### config.mk
export PLATFORM = sky130hd
export DESIGN_NAME = ntcah_csr
export DESIGN_NICKNAME = d
export VERILOG_FILES = /design/src/design/ntcah_pkg.sv /design/src/design/ntcah_csr.sv
export SDC_FILE = /design/constraint.sdc
export NUM_CORES = 1
export LEC_CHECK = 0
export ABC_AREA = 1
export BUFFER_PORTS_ARGS = -buffer_cell sky130_fd_sc_hd__buf_2
export CORE_UTILIZATION = 48
export DETAILED_ROUTE_END_ITERATION = 10
export PLACE_DENSITY_LB_ADDON = 0.2
export SLEW_MARGIN = 30
export SYNTH_ARGS = -nofsm -noshare
export SYNTH_HDL_FRONTEND = slang
export SYNTH_SLANG_ARGS = --single-unit
### constraint.sdc
create_clock -name clock -period 2 [get_ports clock]
set_input_delay 0.5 -clock clock [delete_from_list [all_inputs] [get_ports clock]]
set_output_delay 0.5 -clock clock [all_outputs]
set_load 0.005 [all_outputs]
### src/design/ntcah_pkg.sv
// Shared types, constants and the log2 table builder for the NTC heater controller.
package ntcah_pkg;

   localparam int AVG_SAMPLES_DEF     = 50;
   localparam int LOG_TABLE_DEPTH_DEF = 256;

   // Datapath widths and constants.
   localparam int                 TW             = 62;
   localparam logic signed [61:0] VERY_LOW_CENTI = -62'sd1000000;
   localparam logic [23:0]        LN2_Q24        = 24'd11629080;
   localparam int                 DIV_STEPS      = 60;
   localparam int                 CSR_DW         = 20;

   typedef enum logic [2:0] {
      CSR_ENABLE  = 3'd0,
      CSR_DUTY    = 3'd1,
      CSR_ON_OFS  = 3'd2,
      CSR_OFF_OFS = 3'd3,
      CSR_CURRENT = 3'd4,
      CSR_REF_RES = 3'd5,
      CSR_BETA    = 3'd6
   } csr_index_type;

   typedef struct packed {
      logic        control_enable;
      logic [7:0]  on_duty;
      logic [10:0] on_offset_centi;
      logic [10:0] off_offset_centi;
      logic [19:0] excite_current_na;
      logic [19:0] ref_resistance_ohm;
      logic [12:0] beta_kelvin;
   } cfg_type;

   typedef enum logic [4:0] {
      OP_IDLE, OP_ACCUM, OP_MUL1, OP_MUL2, OP_LOADX, OP_NORM, OP_LOGMUL, OP_RD0,
      OP_RD1, OP_INTERP, OP_LOGSUM, OP_MAG, OP_LN, OP_DD1, OP_DD2, OP_DIVINIT,
      OP_DIVSTEP, OP_TSUB, OP_LOW, OP_CTRL
   } op_type;

   typedef struct packed {
      op_type op;
      logic   sel;
   } cmd_type;

   typedef struct packed {
      logic full;
      logic fault;
      logic den_zero;
      logic norm_done;
      logic dd_nonpos;
      logic div_last;
      logic out_busy;
   } status_type;

   // Fraction of log2 by repeated squaring, evaluated on constants only.
   function automatic logic [24:0] log_frac(input logic [63:0] y0);
      logic [63:0] y;
      logic [24:0] f;
      y = y0;
      f = '0;
      for (int i = 0; i < 24; i++) begin
         y = (y * y) >> 30;
         f = {f[23:0], 1'b0};
         if (y >= 64'h80000000) begin
            y = y >> 1;
            f[0] = 1'b1;
         end
      end
      return f;
   endfunction

endpackage

### src/design/ntcah_csr.sv
// Configuration register file for the NTC heater controller.
module ntcah_csr (
   input  logic                          clock,
   input  logic                          reset,
   input  logic                          csr_valid,
   output logic                          csr_ready,
   input  logic [2:0]                    csr_index,
   input  logic [ntcah_pkg::CSR_DW-1:0]  csr_data,
   output ntcah_pkg::cfg_type            cfg
);

   ntcah_pkg::cfg_type cfg_ff, cfg_in;

   assign csr_ready = 1'b1;
   assign cfg       = cfg_ff;

   always_comb begin
      cfg_in = cfg_ff;
      if (csr_valid) begin
         unique case (csr_index)
            ntcah_pkg::CSR_ENABLE:  cfg_in.control_enable     = csr_data[0];
            ntcah_pkg::CSR_DUTY:    cfg_in.on_duty            = csr_data[7:0];
            ntcah_pkg::CSR_ON_OFS:  cfg_in.on_offset_centi    = csr_data[10:0];
            ntcah_pkg::CSR_OFF_OFS: cfg_in.off_offset_centi   = csr_data[10:0];
            ntcah_pkg::CSR_CURRENT: cfg_in.excite_current_na  = csr_data[19:0];
            ntcah_pkg::CSR_REF_RES: cfg_in.ref_resistance_ohm = csr_data[19:0];
            ntcah_pkg::CSR_BETA:    cfg_in.beta_kelvin        = csr_data[12:0];
            default: ;
         endcase
      end
   end

   always_ff @(posedge clock) begin
      if (reset) begin
         cfg_ff.control_enable     <= 1'b1;
         cfg_ff.on_duty            <= 8'd5;
         cfg_ff.on_offset_centi    <= 11'd200;
         cfg_ff.off_offset_centi   <= 11'd150;
         cfg_ff.excite_current_na  <= 20'd101440;
         cfg_ff.ref_resistance_ohm <= 20'd10341;
         cfg_ff.beta_kelvin        <= 13'd3576;
      end else begin
         cfg_ff <= cfg_in;
      end
   end

endmodule

==> impl_results.md, run 1 <==
* Clock sinks at 84
* Placed Area at 0.00389 mm2
* Synth top area share at 0.516
* Post-Syn Nets at 491
* Routed Antenna Nets at 0
* CP peak stage delay at 0.36 ns
* Crit path cell chain: buf_2
* Fmax at 0.750 GHz
* Vias at 3229
* Pwr Density at 809 mW/mm2
* Rows at 29
* Slowest CP cell: dfxtp_1
* Post-Syn Instances at 465
* Post-synth EDFFs at 0
* Post-CTS Setup Repair Bufs at 0
* Failing checks: design-rule violations
* Worst hold start: csr_data[16]
* DIE AREA at 0.00713 mm2
* Critical path endpoint category: primary output
* IO Count at 111
* Clk Latency, worst-skew pair at 0.34 ns
* Reg-to-Reg Start: cfg[18]$_SDFFE_PP1P_
* Period utilization at 0.667
* Unique masters post-synth at 14
* CTS tree: done
* Die X-Extent at 84.4 um
* ANT cells at 0
* Share of cells above drive strength 1 at 0.253
* Routed length per placed instance at 13.1 um
* CP Buf/Inv Count at 1
* TNS Setup at 0 ns
* Status: finished, violations left
* Worst Path Max Fanout at 2
* CP delay by family, top: flip-flops
* Top cells by count, synth: nand2_1 (123), nor2_1 (114), dfxtp_1 (84), nand3_1 (84), inv_1 (22)
* Detailed Place HPWL at 6170 um
* Final cell count without fillers at 654
* Critical Path Start: cfg[23]$_SDFFE_PP0P_
* MaxCap Viol Count at 0
* P_leak at 2.09 nW
* Post-CTS Hold Buffers at 0
* Placed cells at 638
* Largest net degree at the start of global routing at 85
* Cell Area, Synth at 0.00326 mm2
* Max-slew violations at 0
* Final Hold Viols at 0
* Required @ worst endpoint at 1.50 ns
* Avg Inst Size Synth at 7.01 um2
* Routability cong. at 0.781
* Worst Setup Path Type: reg -> out
* Die Ht at 84.4 um
* Asr flop ratio synth at 0
* Antenna violations before repair at 0
* Register area share after synthesis at 0.516
* Starting Density at 0.505
* Num CTS Buffers at 9
* Tmin final at 1.33 ns
* All-Layer GR Usage at 0.247
* Worst EP arrival at 0.83 ns
* YS warnings at 0
* First-pass GRT wire length at 13800 um
* Area delta synth->final at 25.2%
* Post-route design area at 0.00409 mm2
* Final Setup Violations at 0
* IR drop worst, VDD at 0.578 mV
* Clock-pin slew on the worst setup and hold paths at 0.08 ns
* Number of port buffers at 109
* Core Area at 0.00646 mm2
* Most instantiated library cell after synthesis: nand2_1
* RSZ-0062 raised after global routing: no
* Flip-flop count of the largest register after layout at 84
* H-tree depth at 3
* Post-CTS Resized at 0
* Register bit count reported by yosys at 84
* Via density at 4.94
* Worst Setup Start Kind: flop
* Vias in the first global route at 2926
* Nets at 598
* Total gr overflow at 0
* Predominant post-synthesis flop cell: dfxtp_1
* Clock skew at 0 ns
* Leading area contributor after synthesis: dfxtp_1
* Drt first-iter violations at 141
* Clock Path Buffers at 2
* Final wirelength at 8570 um
* CTS Root Cell: clkbuf_8
* Area contributors post-synth: dfxtp_1 (52%), nand2_1 (14%), nor2_1 (13%)
* DR DRC count at 12
* Worst Hold Class: in -> reg
* 1st-pass router iterations at 9
==> metal layers <==
layer | GRT usage | share of wire
met5 | 0 | 0
met4 | 0.0909 | 0.014
met3 | 0.0590 | 0.063
met1 | 0.309 | 0.45
met2 | 0.418 | 0.47
==> cell usage in the layout, fill, tap and decap left out, types with 2 or more instances in the layout <==
cell      instances
nand2_1         123
buf_2           109
inv_1            21
clkbuf_8         10
dfxtp_1          84
nor2_2            6
nor2_1          114
nand3_1          84
clkinv_2          2
buf_4            12
clkbuf_1          2
inv_2             4
==> through the flow <==
| stage | hold slack, ns | utilization | setup slack, ns | total power [mW] |
|---|---|---|---|---|
| after floorplan | 0.453 | - | 0.773 | 2.00 |
| after global placement | 0.434 | 0.602 | 0.458 | 2.14 |
| after detailed placement | 0.447 | 0.602 | 0.436 | 2.15 |
| after CTS | 0.373 | 0.633 | 0.657 | 3.32 |
| after global routing | 0.382 | 0.633 | 0.623 | 3.45 |
| final | 0.386 | 0.633 | 0.667 | 3.31 |
==> kinds of logic (layout without fill, tap and decap cells) <==
logic type / after synthesis / after routing / synth area share
buffers and inverters: 51 / 163 / 0.0664
AND/OR/NAND/NOR: 328 / 328 / 0.415
AO/OA/AOI/OAI: 1 / 1 / 0.00153
other: 1 / 1 / 0.00115
flip-flops: 84 / 84 / 0.516
==> area by class of cell <==
class / instances / area, um2
tap: 77 / 96.3
fill: 646 / 2370
timing repair buffer: 122 / 656
inverter: 25 / 93.8
multi-input combinational: 330 / 1360
clock buffer: 12 / 145
clock inverter: 4 / 48.8
sequential: 84 / 1680
==> power by group <==
part,switching (mW),internal (mW)
combinational,0.216,0.134
sequential,0.0295,1.73
clock,0.584,0.611
total,0.830,2.48
==> worst paths after layout <==
check	cells after the start	end	slack (ns)
worst max-delay path	1	cfg[23]	0.67
worst min-delay path	3	cfg[49]$_SDFFE_PP1P_	0.39
worst max register to register	2	cfg[18]$_SDFFE_PP1P_	1.38
worst min register to register	2	cfg[26]$_SDFFE_PP1P_	0.46
Power figures use the tool's default switching activity.
==> run 2, diff against run 1 <==
--- a/config.mk
+++ b/config.mk
@@ -5,9 +5,9 @@
 export SDC_FILE = /design/constraint.sdc
 export NUM_CORES = 1
 export LEC_CHECK = 0
-export ABC_AREA = 1
+export ABC_AREA = 0
 export BUFFER_PORTS_ARGS = -buffer_cell sky130_fd_sc_hd__buf_2
-export CORE_UTILIZATION = 48
+export CORE_UTILIZATION = 45
 export DETAILED_ROUTE_END_ITERATION = 10
 export PLACE_DENSITY_LB_ADDON = 0.2
 export SLEW_MARGIN = 30
==> constraint.sdc (replaced) <==
create_clock -name clock -period 1.2 [get_ports clock]
set_input_delay 0.3 -clock clock [delete_from_list [all_inputs] [get_ports clock]]
set_output_delay 0.3 -clock clock [all_outputs]
set_load 0.005 [all_outputs]
==> impl_results.md, run 2 <==
* Clock-pin slew on the worst setup and hold paths at 0.08 ns (about the same)
* Crit path cell chain: buf_2
* H-tree depth at 3 (unchanged)
* CTS Root Cell: clkbuf_8
* Post-synth EDFFs at 0 (unchanged)
* Final Setup Violations at 0 (unchanged)
* DR DRC count at 0 (-12)
* Flip-flop count of the largest register after layout at 84 (unchanged)
* Max layer used: met4
* Asr flop ratio synth at 0 (unchanged)
* Post-CTS Hold Buffers at 0 (unchanged)
* Unique masters post-synth at 18 (+4)
* Vias in the first global route at 2357 (-19%)
* Multi-input gate area at 0.00161 mm2 (+18%)
* Placed cells at 524 (-18%)
* Commonest non-fill, non-tap cell in the layout: buf_2
* Register area at 0.00168 mm2 (unchanged)
* RSZ-0062 raised after global routing: no
* Die X-Extent at 89.7 um (+6.2%)
* Post-CTS Setup Repair Bufs at 0 (unchanged)
* Share of cells above drive strength 1 at 0.329 (+0.0758)
* Predominant post-synthesis flop cell: dfxtp_1
* Critical Path Start: cfg[43]$_SDFFE_PP1P_
* Filler cells at 661 (+2.3%)
* P_leak at 2.13 nW (+1.6%)
* IO Count at 111 (unchanged)
* WL met2 at 3410 um (-16%)
* 1st-pass router iterations at 4 (-5)
* Worst Setup Path Type: reg -> out
* Register bit count reported by yosys at 84 (unchanged)
* Clock Path Buffers at 2 (unchanged)
* MaxCap Viol Count at 0 (unchanged)
* CP delay by family, top: flip-flops
* Starting Density at 0.472 (-0.0333)
* Clock sinks at 84 (unchanged)
* Final wirelength at 7680 um (-10%)
* Worst Path Max Fanout at 2 (unchanged)
* Met3 WL at 414 um (-23%)
* CTS tree: done
* Post-CTS Resized at 0 (unchanged)
* Rows at 31 (+6.9%)
* Drt first-iter violations at 75 (-47%)
* Die Ht at 89.7 um (+6.2%)
* Final Hold Viols at 0 (unchanged)
* Cell Area, Synth at 0.00346 mm2 (+6.0%)
* Core Area at 0.00733 mm2 (+14%)
* Status: finished clean
* Area delta synth->final at 26.3%
* Worst Setup Start Kind: flop
* Pwr Density at 1230 mW/mm2 (+52%)
* All-Layer GR Usage at 0.194 (-0.0537)
* CP peak stage delay at 0.37 ns (about the same)
* First-pass GRT wire length at 11500 um (-16%)
* Number of port buffers at 109 (unchanged)
* Period utilization at 0.952
* Routability cong. at 0.768 (-1.7%)
* Slowest CP cell: dfxtp_1
* Met1 wire length at 3710 um (-3.3%)
* Via density at 4.73 (-4.2%)
* Max-slew violations at 0 (unchanged)
* Critical path endpoint category: primary output
* Post-Syn Instances at 325 (-30%)
* Clock skew at 0 ns (unchanged)
* Register area share after synthesis at 0.486 (-0.0293)
* Reg-to-Reg Start: cfg[6]$_SDFFE_PP1P_
* Top cells by count, synth: dfxtp_1 (84), mux2i_1 (84), nand2b_1 (74), nor2_1 (43), buf_2 (10)
* Final cell count without fillers at 540 (-17%)
* Worst Hold Class: in -> reg
* Fmax at 0.876 GHz
* Worst hold start: csr_data[15]
* Leading area contributor after synthesis: dfxtp_1
* Post-Syn Nets at 351 (-29%)
* Total gr overflow at 0 (unchanged)
* IR drop worst, VDD at 0.645 mV (+12%)
* Area contributors post-synth: dfxtp_1 (49%), mux2i_1 (24%), nand2b_1 (13%)
* Clk Latency, worst-skew pair at 0.35 ns (about the same)
* Worst EP arrival at 0.84 ns (about the same)
* CP Buf/Inv Count at 1 (unchanged)
* Design Power at 5.36 mW (+62%)
* Avg Inst Size Synth at 10.6 um2 (+52%)
* Tmin final at 1.14 ns
* Routed length per placed instance at 14.2 um (+8.6%)
* Commonest non-fill, non-tap cells in the layout: buf_2 (109), mux2i_1 (84), dfxtp_1 (84)
* Nets at 462 (-23%)
* Largest net degree at the start of global routing at 44 (-48%)
* Num CTS Buffers at 9 (unchanged)
* Vias at 2555 (-21%)
* Antenna violations before repair at 0 (unchanged)
* YS warnings at 0 (unchanged)
* Detailed Place HPWL at 5470 um (-11%)
* ANT cells at 0 (unchanged)
* Routed Antenna Nets at 0 (unchanged)
* Synth top area share at 0.486 (-0.0293)
* Required @ worst endpoint at 0.90 ns (-0.60 ns)
* DIE AREA at 0.00804 mm2 (+13%)
-- run 2: cell count changes after synthesis, sizes merged, moves of 6 or more --
| cell | previous run | this run |
|---|---|---|
| nand2 | 123 | 0 |
| mux2i | 0 | 84 |
| nand3 | 84 | 0 |
| nor2 | 120 | 43 |
| nand2b | 0 | 74 |
| inv | 25 | 0 |
| clkbuf | 2 | 9 |
| buf | 24 | 18 |
-- run 2: path summary, 6_finish.rpt --
kind | end | slack, ns | cells past startpoint
worst max-delay path | cfg[43] | 0.06 | 1
worst min-delay path | cfg[28]$_SDFFE_PP0P_ | 0.23 | 3
worst max register to register | cfg[6]$_SDFFE_PP1P_ | 0.57 | 2
worst min register to register | cfg[72]$_SDFFE_PP0P_ | 0.47 | 2
-- run 2: cell families (layout without fill, tap and decap cells) --
group | Yosys count | count (layout) | share of synthesized area
AND/OR/NAND/NOR | 129 | 129 | 0.221
multiplexers | 84 | 84 | 0.243
flip-flops | 84 | 84 | 0.486
buffers and inverters | 27 | 143 | 0.0488
other | 1 | 1 | 0.00108
-- run 2: worst min-delay path, cell delays in order --
cell and delay [ns]:
buf_2 0.10, nand2b_1 0.06, mux2i_1 0.06
-- run 2: routing by layer --
metal	vias to the layer above	global-route usage
li1	1295	-
met1	1172	0.263
met5	-	0
met4	0	0.0924
met2	75	0.290
met3	13	0.0448
-- run 2: final cells by class --
type / instances / share of cell area
Timing Repair Buffer: 127 / 0.173
Clock inverter: 7 / 0.0172
Sequential cell: 84 / 0.385
Tap cell: 99 / 0.0284
Clock buffer: 9 / 0.0284
Multi-Input combinational cell: 214 / 0.368
-- run 2: through the flow --
step | hold slack [ns] | instance area, um2 | utilization | worst slack (ns) | setup TNS, ns
floorplan | 0.455 | 3460 | - | 0.0965 | 0
global placement | 0.457 | 4170 | 0.569 | -0.00341 | -0.00388
detailed placement | 0.463 | 4170 | 0.569 | -0.0542 | -0.576
CTS | 0.208 | 4370 | 0.596 | 0.0413 | 0
global route | 0.206 | 4370 | 0.596 | 0.0156 | 0
finish | 0.225 | 4370 | 0.596 | 0.0582 | 0
-- run 2: power by group --
group	leakage [nW]	total, mW	switching [mW]	internal (mW)
sequential	0.681	2.88	0.0318	2.85
clock	0.0923	2.02	1.04	0.972
combinational	1.35	0.461	0.227	0.234
