--- src/design/ntcah_pkg.sv ---
// Shared types, constants and the log2 table builder for the NTC heater controller.
package ntcah_pkg;

   localparam int AVG_SAMPLES_DEF     = 50;
   localparam int LOG_TABLE_DEPTH_DEF = 256;

   // Datapath widths and constants.
   localparam int                 TW             = 62;
   localparam logic signed [61:0] VERY_LOW_CENTI = -62'sd1000000;
   localparam logic [23:0]        LN2_Q24        = 24'd11629080;
   localparam int                 DIV_STEPS      = 60;
   localparam int                 CSR_DW         = 20;

   typedef enum logic [2:0] {
      CSR_ENABLE  = 3'd0,
      CSR_DUTY    = 3'd1,
      CSR_ON_OFS  = 3'd2,
      CSR_OFF_OFS = 3'd3,
      CSR_CURRENT = 3'd4,
      CSR_REF_RES = 3'd5,
      CSR_BETA    = 3'd6
   } csr_index_type;

   typedef struct packed {
      logic        control_enable;
      logic [7:0]  on_duty;
      logic [10:0] on_offset_centi;
      logic [10:0] off_offset_centi;
      logic [19:0] excite_current_na;
      logic [19:0] ref_resistance_ohm;
      logic [12:0] beta_kelvin;
   } cfg_type;

   typedef enum logic [4:0] {
      OP_IDLE, OP_ACCUM, OP_MUL1, OP_MUL2, OP_LOADX, OP_NORM, OP_LOGMUL, OP_RD0,
      OP_RD1, OP_INTERP, OP_LOGSUM, OP_MAG, OP_LN, OP_DD1, OP_DD2, OP_DIVINIT,
      OP_DIVSTEP, OP_TSUB, OP_LOW, OP_CTRL
   } op_type;

   typedef struct packed {
      op_type op;
      logic   sel;
   } cmd_type;

   typedef struct packed {
      logic full;
      logic fault;
      logic den_zero;
      logic norm_done;
      logic dd_nonpos;
      logic div_last;
      logic out_busy;
   } status_type;

   // Fraction of log2 by repeated squaring, evaluated on constants only.
   function automatic logic [24:0] log_frac(input logic [63:0] y0);
      logic [63:0] y;
      logic [24:0] f;
      y = y0;
      f = '0;
      for (int i = 0; i < 24; i++) begin
         y = (y * y) >> 30;
         f = {f[23:0], 1'b0};
         if (y >= 64'h80000000) begin
            y = y >> 1;
            f[0] = 1'b1;
         end
      end
      return f;
   endfunction

endpackage

--- src/design/ntcah_ctrl.sv ---
// Sequencing state machine for accumulation and temperature evaluation.
module ntcah_ctrl (
   input  logic                  clock,
   input  logic                  reset,
   input  logic                  req_valid,
   output logic                  req_stall,
   input  ntcah_pkg::status_type status,
   output ntcah_pkg::cmd_type    cmd
);

   typedef enum logic [4:0] {
      ST_IDLE, ST_MUL1, ST_MUL2, ST_CHK0, ST_LOADX, ST_NORM, ST_LOGMUL, ST_RD0,
      ST_RD1, ST_INTERP, ST_LOGSUM, ST_MAG, ST_LN, ST_DD1, ST_DD2, ST_CHK1,
      ST_DIVINIT, ST_DIV, ST_TSUB, ST_LOW, ST_CTRL
   } state_type;

   state_type state_ff, state_in;
   logic      sel_ff, sel_in;

   assign req_stall = (state_ff != ST_IDLE);

   always_comb begin
      state_in = state_ff;
      sel_in   = sel_ff;
      cmd.op   = ntcah_pkg::OP_IDLE;
      cmd.sel  = sel_ff;
      unique case (state_ff)
         ST_IDLE: begin
            if (req_valid) begin
               cmd.op = ntcah_pkg::OP_ACCUM;
               if (status.full) state_in = ST_MUL1;
            end
         end
         ST_MUL1: begin
            cmd.op   = ntcah_pkg::OP_MUL1;
            state_in = ST_MUL2;
         end
         ST_MUL2: begin
            cmd.op   = ntcah_pkg::OP_MUL2;
            state_in = ST_CHK0;
         end
         ST_CHK0: begin
            sel_in = 1'b0;
            if (status.fault || status.den_zero) state_in = ST_LOW;
            else                                 state_in = ST_LOADX;
         end
         ST_LOADX: begin
            cmd.op   = ntcah_pkg::OP_LOADX;
            state_in = ST_NORM;
         end
         ST_NORM: begin
            if (status.norm_done) state_in = ST_LOGMUL;
            else                  cmd.op   = ntcah_pkg::OP_NORM;
         end
         ST_LOGMUL: begin
            cmd.op   = ntcah_pkg::OP_LOGMUL;
            state_in = ST_RD0;
         end
         ST_RD0: begin
            cmd.op   = ntcah_pkg::OP_RD0;
            state_in = ST_RD1;
         end
         ST_RD1: begin
            cmd.op   = ntcah_pkg::OP_RD1;
            state_in = ST_INTERP;
         end
         ST_INTERP: begin
            cmd.op   = ntcah_pkg::OP_INTERP;
            state_in = ST_LOGSUM;
         end
         ST_LOGSUM: begin
            cmd.op = ntcah_pkg::OP_LOGSUM;
            if (sel_ff) begin
               state_in = ST_MAG;
            end else begin
               sel_in   = 1'b1;
               state_in = ST_LOADX;
            end
         end
         ST_MAG: begin
            cmd.op   = ntcah_pkg::OP_MAG;
            state_in = ST_LN;
         end
         ST_LN: begin
            cmd.op   = ntcah_pkg::OP_LN;
            state_in = ST_DD1;
         end
         ST_DD1: begin
            cmd.op   = ntcah_pkg::OP_DD1;
            state_in = ST_DD2;
         end
         ST_DD2: begin
            cmd.op   = ntcah_pkg::OP_DD2;
            state_in = ST_CHK1;
         end
         ST_CHK1: begin
            if (status.dd_nonpos) state_in = ST_LOW;
            else                  state_in = ST_DIVINIT;
         end
         ST_DIVINIT: begin
            cmd.op   = ntcah_pkg::OP_DIVINIT;
            state_in = ST_DIV;
         end
         ST_DIV: begin
            cmd.op = ntcah_pkg::OP_DIVSTEP;
            if (status.div_last) state_in = ST_TSUB;
         end
         ST_TSUB: begin
            cmd.op   = ntcah_pkg::OP_TSUB;
            state_in = ST_CTRL;
         end
         ST_LOW: begin
            cmd.op   = ntcah_pkg::OP_LOW;
            state_in = ST_CTRL;
         end
         ST_CTRL: begin
            // Wait here until the output register is free.
            if (!status.out_busy) begin
               cmd.op   = ntcah_pkg::OP_CTRL;
               state_in = ST_IDLE;
            end
         end
         default: state_in = ST_IDLE;
      endcase
   end

   always_ff @(posedge clock) begin
      if (reset) begin
         state_ff <= ST_IDLE;
         sel_ff   <= 1'b0;
      end else begin
         state_ff <= state_in;
         sel_ff   <= sel_in;
      end
   end

endmodule

--- config.mk ---
export PLATFORM = sky130hd
export DESIGN_NAME = ntcah_ctrl
export DESIGN_NICKNAME = d
export VERILOG_FILES = /design/src/design/ntcah_pkg.sv /design/src/design/ntcah_ctrl.sv
export SDC_FILE = /design/constraint.sdc
export NUM_CORES = 1
export LEC_CHECK = 0
export ABC_AREA = 1
export BUFFER_PORTS_ARGS = -buffer_cell sky130_fd_sc_hd__buf_2
export CORE_MARGIN = 2
export CORE_UTILIZATION = 47
export CTS_CLUSTER_DIAMETER = 120
export DETAILED_ROUTE_END_ITERATION = 6
export GPL_TIMING_DRIVEN = 0
export PLACE_DENSITY = 0.74
export SYNTH_ARGS = -nofsm -noshare
export SYNTH_HDL_FRONTEND = slang
export SYNTH_SLANG_ARGS = --single-unit
--- constraint.sdc ---
create_clock -name clock -period 1.1 [get_ports clock]
set_input_delay 0.055 -clock clock [delete_from_list [all_inputs] [get_ports clock]]
set_output_delay 0.055 -clock clock [all_outputs]
set_load 0.005 [all_outputs]
==> results of run 1 <==
-- report_power, final --
group	total (W)	switching (W)	internal, W	leakage [nW]
combinational	0.000228	0.000122	0.000106	0.525
clock	0.000221	0.0000836	0.000138	0.0150
sequential	0.000234	0.0000173	0.000216	0.0524
-- cell usage in the layout (no fill, tap or decap) --
master	netlist	layout
a21oi_1	5	3
nand3b_1	1	1
o31ai_1	1	1
inv_2	3	2
nor2_4	2	8
nand3_4	0	1
nor2_2	7	2
nand2_4	0	2
dfxtp_4	0	5
nand3_1	14	11
buf_4	1	18
a21oi_2	1	3
nand4_1	9	9
inv_4	0	1
clkbuf_1	0	1
o21ai_1	2	1
nand3_2	3	5
o21ai_2	1	2
buf_6	2	4
nor3_2	0	1
nand2_2	2	5
nor2_1	12	11
buf_2	0	16
nand2_1	35	30
inv_6	0	1
clkbuf_4	0	3
o21ai_0	4	4
inv_1	13	12
dfxtp_1	6	1
o22ai_1	1	1
-- cell families (layout without fill, tap and decap cells) --
logic type | count (synthesis) | after routing | share of synthesized area (%)
AND/OR/NAND/NOR | 86 | 86 | 58.9
buffers and inverters | 19 | 58 | 12.5
AO/OA/AOI/OAI | 15 | 15 | 12.0
flip-flops | 6 | 6 | 16.7
-- worst min path at each step --
stage | endpoint | start
after floorplan | state_ff[2]$_SDFFE_PP0P_ | reset
after global placement | state_ff[2]$_SDFFE_PP0P_ | reset
after detailed placement | state_ff[2]$_SDFFE_PP0P_ | reset
after CTS | state_ff[2]$_SDFFE_PP0P_ | reset
after global routing | state_ff[4]$_SDFFE_PP0P_ | reset
final | state_ff[4]$_SDFFE_PP0P_ | reset
-- per-layer routing --
| metal | up-vias | global-route usage, % | share of wire [%] |
|---|---|---|---|
| li1 | 502 | - | - |
| met1 | 472 | 38.7 | 42 |
| met2 | 55 | 42.7 | 49 |
| met3 | 11 | 5.11 | 6.4 |
| met4 | 0 | 11.5 | 2.7 |
| met5 | - | 0 | 0 |
-- stage by stage --
step	power, W	instance area (um^2)	hold slack, ps	setup slack [ps]
final	0.000683	1120	44.3	-329
after global routing	0.000734	1120	44.4	-411
after CTS	0.000649	1050	43.3	-289
after detailed placement	0.000398	851	296	-201
after global placement	0.000396	851	290	-184
after floorplan	0.000344	751	110	-9.74
-- state kept, by name (all words and copies together) (netlist names) --
register	count
state_ff	5
sel_ff	1
-- final cells by class --
type	instances	area share (%)
clock buffers	4	2.35
plain buffers	2	1.68
repair buffers	36	21.6
flip-flops and latches	6	12.4
multi-input cells	101	54.1
inverters	16	6.05
well taps	16	1.79
-- what timing repair did --
item	in CTS	in global routing
pin swaps	16	4
gates resized for setup	25	3
buffers inserted	13	7
setup endpoints to repair	11	11
cloned	0	0
==> impl_metrics.toml, run 1 <==
[outcome]
run_status = "finished with violations"
failed_checks = "negative setup slack"

[synth]
synth.ff_latch_count = 6
synth.yosys.warnings = 0
synth.most_common_cell = "nand2_1"
dominant_register_cell_in_the_synthesized_netlist = "dfxtp_1"
syn_area_per_cell_um2 = 5.72
synthDominantCellAreaShare_pct = 18.2
post_synth_instance_area_um2 = 721
number_of_enable_flip_flop_cells_after_synthesis = 0
share_of_synthesized_area_occupied_by_flip_flops_and_latches_pct = 16.7
synth_top_cells_by_count = "35 x nand2_1, 14 x nand3_1, 13 x inv_1"
post_synth_main_area_contributors = "nand2_1 18%, dfxtp_1 17%, nand3_1 9.7%"
yosys.area.top_type = "nand2_1"
yosysUniqueCellTypes = 22
synth_nets = 136
synth-async-reset-ratio_pct = 0
post_synth_inst_count = 126

[setup_path]
timing.critical_path.max_delay_family = "simple AND/OR/NAND/NOR gates"
crit_path_frequent_cell = "nor2_4"
cp-end-kind = "flop"
crit-reg2reg-launch = "state_ff[0]$_SDFFE_PP0P_"
worst_ep_required_time_ps = 1230
cp_cell_sequence = "inv_6 > nor2_4 > buf_4 > nand4_1 > nand3_4 > nor2_4 > o21ai_1 > nor2_1"
cp-startpoint = "state_ff[0]$_SDFFE_PP0P_"
r2r-end = "state_ff[1]$_SDFFE_PP0P_"
critPathMaxStageDelay_ps = 390
regToRegSetupSlack_ps = -330
critical_path.n_buffers_inverters = 2
cp_num_cells = 8
slowest_stage = "dfxtp_4"
critical_path_sink = "state_ff[1]$_SDFFE_PP0P_"
worst-r2r-cell-count = 8
worst-setup-path-type = "flop to flop"
setup.worst_path.start_class = "flop"
worstPathMaxFanout = 7
crit_arrival_ps = 1560

[cts]
cts.hold.buffers_added = 0
cts.reportedPaths.clkPinSlew_ps = 50
clk_root_buffer_cell = "clkbuf_4"
clock_sink_total = 6
clockBufferDepth = 2
cts_buffers = 3
cts_tree = "done"
clk_latency_ps = 240
htree_levels = 1

[timing]
final.min_clock_period_ps = 1430
max_clock_freq_mhz = 700
worst_margin_pin_slew_ps = 238
hold_violations = 0
finalSetupViolations = 11
final.setup.tns_ps = -3020
finalClockSkew_ps = 0.587
setup_slack_ps = -329
finalCritPeriodShare_pct = 130
rsz0062_at_grt = "true"
slew_headroom_pct = 84.1
slew_viol_final = 0

[floorplanning]
initial_standard_cell_utilization_of_the_core_pct = 49.0
ios = 17
floorplan.core_area_mm2 = 0.00147
die_w_um = 43.2
rows = 14
floorplan.die.height_um = 43.2
die_area_mm2 = 0.00186

[place]
portBuffers = 16
dp_cells = 158
place_hpwl_mm = 1.57
gp_routability_congestion = 0.920

[grt]
first_pass_grt_wire_length_mm = 4.05
grt.overflow.total = 0
grt_usage_pct = 28.1
grt_antenna_before_repair = 0
pin_count_of_the_biggest_net_entering_global_routing = 11
grt_pass1_vias = 939

[final_layout]
sequential_cell_area_in_the_final_layout_um2 = 139
syn2layout_area_growth_pct = 55.0
multiInputGateArea_um2 = 604
layout.core_utilization_pct = 75.9
fraction_of_final_layout_cells_sized_beyond_drive_strength_1_pct = 47.9
filler_cell_count = 119
n_antenna_cell = 0
final_cells = 181
fin_nets = 176

[route]
drt-initial-drc-count = 55
drt_pre_antenna_iters = 4
drt-vias-per-instance = 5.75
detail_route.wirelength_mm = 2.62
vias = 1040
avgRoutedWirePerCell_um = 14.5
detail_route.drc_violations = 0
antenna_left = 0

[run]
max_cap_viol_count = 0

[power_and_ir_drop]
cellLeakagePower_nw = 0.593
cellPowerDensity_mw_per_mm2 = 611
vdd_drop_max_mv = 0.540

[worst_hold_path]
holdCritPathClass = "primary input to flop"
hold_path_depth = 2
Power figures use the tool's default switching activity.
==> inputs of run 2 (changes only) <==
--- a/config.mk
+++ b/config.mk
@@ -6,13 +6,14 @@
 export NUM_CORES = 1
 export LEC_CHECK = 0
 export ABC_AREA = 1
-export BUFFER_PORTS_ARGS = -buffer_cell sky130_fd_sc_hd__buf_2
+export BUFFER_PORTS_ARGS = -buffer_cell sky130_fd_sc_hd__buf_4
 export CORE_MARGIN = 2
-export CORE_UTILIZATION = 47
+export CORE_UTILIZATION = 45
+export CTS_BUF_LIST = sky130_fd_sc_hd__clkbuf_8
 export CTS_CLUSTER_DIAMETER = 120
 export DETAILED_ROUTE_END_ITERATION = 6
 export GPL_TIMING_DRIVEN = 0
-export PLACE_DENSITY = 0.74
+export PLACE_DENSITY = 0.71
 export SYNTH_ARGS = -nofsm -noshare
 export SYNTH_HDL_FRONTEND = slang
 export SYNTH_SLANG_ARGS = --single-unit
==> run 2 against run 1 <==
Net effect:
- clock skew is 6.6 ps higher
- sequential power hardly changed
- combinational power is 25% higher
- flip-flop and latch count stayed put
- critical path depth is 1 lower
- the run still ends with negative setup slack left
- highest routed layer unchanged
- largest power group is now clock
- worst hold slack hardly changed
==> impl_metrics.toml, run 2 (synthesis results as in run 1) <==
[outcome]
run_status = "finished with violations"
failed_checks = "negative setup slack"

[final_layout]
number_of_flip_flops_in_the_largest_register = 5
fin_nets = 176
max_flop_register = "state_ff"
fin_area_mm2 = 0.00120
most-common-layout-cells = "33 x buf_4, 29 x nand2_1, 12 x inv_1, 12 x nand3_1"
fraction_of_final_layout_cells_sized_beyond_drive_strength_1_pct = 49.7
syn2layout_area_growth_pct = 66.5
filler_cell_count = 92
n_antenna_cell = 0
layout_commonest_cell = "buf_4"
largestRegisters = "state_ff x5, sel_ff x1"

[timing]
slew_viol_final = 0
max_clock_freq_mhz = 700
slew_headroom_pct = 84.2
worst_margin_pin_slew_ps = 237
finalClockSkew_ps = 7.16
hold_violations = 0
finalSetupViolations = 11
finalCritPeriodShare_pct = 130
setup_slack_ps = -330
rsz0062_at_grt = "true"
final.min_clock_period_ps = 1430

[route]
avgRoutedWirePerCell_um = 15.7
drt-vias-per-instance = 6.14
antenna_left = 0
vias = 1112
drt_pre_antenna_iters = 5
detail_route.drc_violations = 0
drt-initial-drc-count = 95
detail_route.wirelength_mm = 2.84

[setup_path]
crit_arrival_ps = 1370
cp-end-kind = "primary output"
worst_ep_required_time_ps = 1040
worstPathMaxFanout = 5
crit-reg2reg-launch = "state_ff[0]$_SDFFE_PP0P_"
cp-startpoint = "state_ff[3]$_SDFFE_PP0P_"
regToRegSetupSlack_ps = -240
worst-r2r-cell-count = 9
setup.worst_path.start_class = "flop"
r2r-end = "state_ff[2]$_SDFFE_PP0P_"
worst-setup-path-type = "flop to primary output"

[floorplanning]
die_area_mm2 = 0.00194
floorplan.die.height_um = 44.0
ios = 17
die_w_um = 44.0
rows = 14
floorplan.core_area_mm2 = 0.00151
initial_standard_cell_utilization_of_the_core_pct = 47.8

[cts]
cts.reportedPaths.clkPinSlew_ps = 40
clk_root_buffer_cell = "clkbuf_8"
clockBufferDepth = 2
clk_latency_ps = 230
cts_buffers = 3
htree_levels = 1
clock_sink_total = 6
cts_tree = "done"

[place]
post_dp_cell_area_um2 = 891
place_hpwl_mm = 1.54
gp_routability_congestion = 0.912
portBuffers = 16
dpl_worst_slack_ps = -169

[worst_hold_path]
holdCritPathClass = "primary input to flop"
hold_path_depth = 2
worst_hold_path.endpoint = "state_ff[0]$_SDFFE_PP0P_"
holdCritStartpoint = "reset"

[grt]
grt_pass1_vias = 951
grt.overflow.total = 0
grt_antenna_before_repair = 0
pin_count_of_the_biggest_net_entering_global_routing = 11
first_pass_grt_wire_length_mm = 4.09
grt_usage_pct = 27.9

[power_and_ir_drop]
cellPowerDensity_mw_per_mm2 = 719
vdd_drop_max_mv = 0.706
cellLeakagePower_nw = 0.604

[run]
max_cap_viol_count = 0
==> run 2: worst max path at each step <==
stage | to | slack (ps) | cells past startpoint
floorplan | state_ff[2]$_SDFFE_PP0P_ | -10 | 7
global placement | state_ff[2]$_SDFFE_PP0P_ | -190 | 7
detailed placement | state_ff[4]$_SDFFE_PP0P_ | -170 | 8
CTS | cmd[1] | -270 | 8
global route | cmd[1] | -390 | 7
finish | cmd[1] | -330 | 7
==> run 2: repair_timing <==
| item | in CTS | in global routing |
|---|---|---|
| pin swaps | 15 | 16 |
| hold buffers | 0 | 0 |
| setup endpoints to repair | 11 | 11 |
| buffers inserted | 15 | 5 |
| gates resized for setup | 27 | 10 |
==> run 2: area by class of cell <==
type | count | area (um^2) | share of cell area [%]
Sequential cell | 6 | 139 | 11.6
Tap cell | 16 | 20.0 | 1.67
Inverter | 16 | 70.1 | 5.84
Multi-Input combinational cell | 101 | 622 | 51.8
Buffer | 2 | 18.8 | 1.56
Clock buffer | 3 | 41.3 | 3.44
Clock inverter | 1 | 3.75 | 0.313
Timing Repair Buffer | 36 | 285 | 23.8
==> run 2: layer usage <==
metal	GRT usage, %	vias to the layer above	share of wire [%]
met5	0	-	0
met3	7.35	20	11
met1	36.6	500	38
met4	6.67	0	3.9
met2	45.6	91	47
li1	-	501	-
==> run 2: critical path, stage by stage, from the launching register on <==
cell     delay [ps]
dfxtp_4         410
inv_4            70
nor2_1          160
nand2_1         150
o22ai_1         140
nor2_1           60
nand4_1          60
buf_4           110
==> run 2: per-stage QoR <==
| step | hold WS, ps | power [W] | cells | utilization, % | setup TNS [ps] |
|---|---|---|---|---|---|
| 2_1_floorplan | 110 | 0.000344 | 126 | - | -11.0 |
| 3_3_place_gp | 261 | 0.000415 | 158 | 59.1 | -930 |
| 3_5_place_dp | 264 | 0.000416 | 158 | 59.1 | -894 |
| 4_1_cts | 37.4 | 0.000829 | 176 | 75.0 | -2080 |
| 5_1_grt | 47.7 | 0.000908 | 181 | 79.7 | -3370 |
| 6_report | 44.4 | 0.000863 | 181 | 79.7 | -2610 |
==> run 2: report_power, final <==
part | switching, W | internal [W]
Sequential | 0.0000166 | 0.000217
Clock | 0.000103 | 0.000240
Combinational | 0.000137 | 0.000149
Total | 0.000257 | 0.000607
